$ cat config.mk
export PLATFORM = sky130hd
export DESIGN_NAME = lpht_probe_dec
export DESIGN_NICKNAME = d
export VERILOG_FILES = /design/src/hdl/lpht_pkg.sv /design/src/hdl/lpht_probe_dec.sv
export SDC_FILE = /design/constraint.sdc
export NUM_CORES = 1
export LEC_CHECK = 0
export BUFFER_PORTS_ARGS = -buffer_cell sky130_fd_sc_hd__buf_2
export CORE_ASPECT_RATIO = 1.4
export CORE_MARGIN = 2
export CORE_UTILIZATION = 36
export DETAILED_ROUTE_END_ITERATION = 8
export MAX_ROUTING_LAYER = met4
export PLACE_DENSITY_LB_ADDON = 0.3
export SLEW_MARGIN = 0
export SYNTH_ARGS = -nofsm -noshare
export SYNTH_HDL_FRONTEND = slang
export SYNTH_SLANG_ARGS = --single-unit
$ cat constraint.sdc
create_clock -name vclk -period 6.3
set_input_delay 1.26 -clock vclk [all_inputs]
set_output_delay 1.26 -clock vclk [all_outputs]
set_load 0.01 [all_outputs]
$ cat src/hdl/lpht_pkg.sv
// ----------------------------------------------------------------------------
// lpht_pkg: shared types and constants for the linear probe hash table
// Field widths, command and status codes, and the probe decision record
// handed from the compare unit to the sequencer.
// ----------------------------------------------------------------------------
package lpht_pkg;

	localparam int HASH_W   = 64;
	localparam int VALUE_W  = 32;
	localparam int CMD_W    = 3;
	localparam int STATUS_W = 3;
	localparam int SLOT_W   = 10;
	localparam int COUNT_W  = 11;

	localparam int          SLOTS_DEF       = 1024;
	localparam logic [10:0] MAX_ENTRIES_RST = 11'd768;

	// slot word markers
	localparam logic [HASH_W-1:0] HASH_EMPTY = 64'd0;
	localparam logic [HASH_W-1:0] HASH_TOMB  = 64'd1;

	typedef enum logic [CMD_W-1:0] {
		CMD_LOOKUP   = 3'd0,
		CMD_INSERT   = 3'd1,
		CMD_FIND_INS = 3'd2,
		CMD_REMOVE   = 3'd3,
		CMD_CLEAR    = 3'd4
	} cmd_t;

	localparam logic [STATUS_W-1:0] ST_HIT      = 3'd0;
	localparam logic [STATUS_W-1:0] ST_MISS     = 3'd1;
	localparam logic [STATUS_W-1:0] ST_INSERTED = 3'd2;
	localparam logic [STATUS_W-1:0] ST_REMOVED  = 3'd3;
	localparam logic [STATUS_W-1:0] ST_FULL     = 3'd4;
	localparam logic [STATUS_W-1:0] ST_NOSLOT   = 3'd5;
	localparam logic [STATUS_W-1:0] ST_CLEARED  = 3'd6;

	// what to do after examining one slot
	typedef enum logic [2:0] {
		ACT_ADV    = 3'd0,
		ACT_HIT    = 3'd1,
		ACT_MISS   = 3'd2,
		ACT_STORE  = 3'd3,
		ACT_REMOVE = 3'd4,
		ACT_FULL   = 3'd5,
		ACT_NOSLOT = 3'd6
	} act_t;

	typedef struct packed {
		act_t act;
		logic use_tomb;   // store at the first tombstone seen, not the current slot
		logic mark_tomb;  // current slot is the first tombstone of this probe
	} dec_t;

endpackage

$ cat src/hdl/lpht_probe_dec.sv
// ----------------------------------------------------------------------------
// lpht_probe_dec: slot compare unit
// Compares one stored slot word against the key and decides whether the probe
// advances or ends, and how it ends, for the command in progress.
// ----------------------------------------------------------------------------
module lpht_probe_dec import lpht_pkg::*; (
	input  cmd_t              cmd,
	input  logic [HASH_W-1:0] slot_word,
	input  logic [HASH_W-1:0] key,
	input  logic              last,
	input  logic              full,
	input  logic              have_tomb,
	output dec_t              dec
);

	logic is_empty;
	logic is_tomb;
	logic is_match;
	act_t new_act;

	assign is_empty = (slot_word == HASH_EMPTY);
	assign is_tomb  = (slot_word == HASH_TOMB);
	assign is_match = (slot_word == key);
	assign new_act  = full ? ACT_FULL : ACT_STORE;

	// decide on the current slot
	always_comb begin
		dec.act       = ACT_MISS;
		dec.use_tomb  = 1'b0;
		dec.mark_tomb = 1'b0;
		case (cmd)
			CMD_LOOKUP, CMD_REMOVE: begin
				if (is_empty) begin
					dec.act = ACT_MISS;
				end else if (is_match) begin
					dec.act = (cmd == CMD_REMOVE) ? ACT_REMOVE : ACT_HIT;
				end else if (last) begin
					dec.act = ACT_MISS;
				end else begin
					dec.act = ACT_ADV;
				end
			end
			CMD_INSERT: begin
				if (full) begin
					dec.act = ACT_FULL;
				end else if (is_empty || is_tomb) begin
					dec.act = ACT_STORE;
				end else if (last) begin
					dec.act = ACT_NOSLOT;
				end else begin
					dec.act = ACT_ADV;
				end
			end
			CMD_FIND_INS: begin
				if (is_empty) begin
					dec.act      = new_act;
					dec.use_tomb = have_tomb;
				end else if (is_tomb) begin
					dec.mark_tomb = !have_tomb;
					dec.use_tomb  = have_tomb;
					dec.act       = last ? new_act : ACT_ADV;
				end else if (is_match) begin
					dec.act = ACT_HIT;
				end else if (last) begin
					dec.act      = have_tomb ? new_act : ACT_NOSLOT;
					dec.use_tomb = have_tomb;
				end else begin
					dec.act = ACT_ADV;
				end
			end
			default: begin
				dec.act = ACT_MISS;
			end
		endcase
	end

endmodule

==> reports/qor.yml <==
synth_compound_area_share_pct: 9.94
globalRouteOverflowTotal: 0
diodes: 0
avgSynthCellArea_sq_um: 7.38
clkPwrFrac_pct: 0
cp_num_buf_inv: 3
mostFrequentLayoutCell: "buf_2"
setup_viol: 0
power.total_uw: 114
seq_cells: 0
dieArea_sq_um: 3430
first_pass_iters: 4
power_frac_comb_pct: 100.0
path_max_fanout: 8
synthesis.area_sq_um: 1070
worstPathRequired_ns: 5.04
drive_above_1_share_pct: 50.2
switchingPower_uw: 49.9
rsz0062_at_grt: "false"
peakVddDrop_v: 0.0000442
synthAdderAreaFrac_pct: 0
most-common-layout-cells: "139 x buf_2, 64 x xnor2_1, 21 x nand4_1, 18 x nor4_1, 5 x nand2_1"
pin_count: 139
cts_setup_buffers: 0
num_vias: 1691
instances_no_fill: 320
slew_viol_final: 0
clkbuf_count: 0
std_cell_rows: 23
crit_cells: 9
wl_met3_um: 320
dp_hpwl_um: 4320
drv_cap: 0
top_layer: "met4"
startpoint_type: "input pin"
syn-num-nets: 279
grt_pass1_vias: 1643
yosysSeqAreaShare_pct: 0
cts_resized: 0
worst_slew_margin_rel_pct: 72.3
synth_simple_gate_area_share_pct: 35.2
area_growth_syn_to_layout_pct: 68.3
drt_wl_total_um: 4600
dpl.cell_count: 320
stdcell_area_sq_um: 1800
chipWidth_um: 50.1
seq_power_share_pct: 0
p_int_uw: 64.5
fmax_mhz: 228
port_buffers: 139
viasPerCell: 5.28
wl_met2_um: 2640
synthCells: 145
layout_min_cycle_time_ns: 4.38
ys_warn_count: 0
endpoint_kind: "primary output"
grt_pass1_wl_um: 6950
drtAntennaViolNets: 0
critical-path-max-stage-delay_ns: 0.48
hold_viol_final: 0
die_h_um: 68.5
start_util_pct: 37.5
synth.area.mux_share_pct: 0
wire_per_inst_um: 14.4
worst_path_most_repeated_cell: "buf_2"
setup_tns_ns: 0
synth_top_family_by_area: "XOR/XNOR gates"
drtIter0Drc: 25
core_area_sq_um: 2850
wl_met1_um: 1580
grt_max_degree: 11
worstPathArrival_ns: 3.12
leakage_nw: 0.806
regArea_sq_um: 0
dpl-instance-area_sq_um: 1800
finalNetCount: 419
hold_depth: 3
ctsHoldBuffers: 0
p_per_area_nw_per_um2: 63.6
hold_class: "in -> out"
critPathKind: "in -> out"
tightest_slew_ns: 0.413
antenna_found_initial: 0
cp_cell_sequence: "buf_2 > nor4_1 > nand4_1 > nor4_4 > inv_1 > nand3_1 > o21ai_1 > o32ai_1 > buf_2"
p_sw_share_pct: 43.6
status: "complete, no violations"
drc: 0
cpLargestDelayFamily: "simple AND/OR/NAND/NOR gates"
grt_usage_pct: 26.4
ys_types: 27
slowest_stage: "nor4_4"
place.gp.congestion: 0.931
fin_crit_sh_pct: 69.6
nFillCells: 293
synthXorXnorAreaFrac_pct: 52.4
==> cell usage after synthesis, drive strengths merged <==
cell type | n | area, sq um
nor3 | 2 | 10.0
xnor2 | 64 | 561
nor2b | 2 | 12.5
a21oi | 2 | 10.0
o2bb2a | 1 | 10.0
a211oi | 1 | 7.51
o211a | 1 | 10.0
nand2 | 5 | 18.8
o21bai | 1 | 7.51
a31oi | 4 | 25.0
nor3b | 1 | 7.51
nand4 | 21 | 131
inv | 4 | 15.0
buf | 1 | 11.3
nand3 | 2 | 10.0
o21ai | 3 | 15.0
o22ai | 2 | 12.5
nor4 | 20 | 146
nor2 | 2 | 7.51
nand2b | 2 | 12.5
and2 | 1 | 6.26
or3 | 2 | 13.8
o32ai | 1 | 8.76
==> logic make-up (layout without fill, tap and decap cells) <==
logic type             after synthesis  after routing
AO/OA/AOI/OAI                       16             16
XOR/XNOR                            64             64
buffers and inverters                5            143
AND/OR/NAND/NOR                     60             60
==> metal layers <==
layer	up-vias	global-route usage (%)
met5	-	-
met4	0	3.82
met3	8	1.72
met2	94	54.4
met1	756	27.6
li1	833	-
==> worst min-delay path: cells and delay by family <==
kind,cells,cell delay (ns)
buffers and inverters,2,0.25
AND/OR/NAND/NOR,1,0.06
==> power by group through the flow <==
stage	Combinational, mW	Sequential, mW	Clock (mW)
global route	0.125	0	0
finish	0.114	0	0
floorplan	0.0501	0	0
global placement	0.113	0	0
CTS	0.115	0	0
detailed placement	0.114	0	0
==> worst paths after layout <==
path	from	to	slack [ns]
worst max-delay path	slot_word[32]	dec[2]	1.92
worst min-delay path	have_tomb	dec[0]	2.83
==> per-stage QoR <==
| step | utilization [%] | hold WS, ns | setup slack (ns) |
|---|---|---|---|
| 6_report | 63.2 | 2.83 | 1.92 |
| 5_1_grt | 63.2 | 2.85 | 1.64 |
| 4_1_cts | 63.2 | 2.83 | 1.90 |
| 3_5_place_dp | 63.2 | 2.83 | 1.90 |
| 3_3_place_gp | 63.2 | 2.82 | 1.95 |
| 2_1_floorplan | - | 2.57 | 2.36 |
==> layout make-up <==
type	instances	area [sq um]	share of cell area, %
Inverter	4	15.0	0.834
Multi-Input combinational cell	140	1040	58.0
Tap cell	37	46.3	2.57
Timing Repair Buffer	139	696	38.6
No activity file was read; power rests on OpenSTA's default activity.
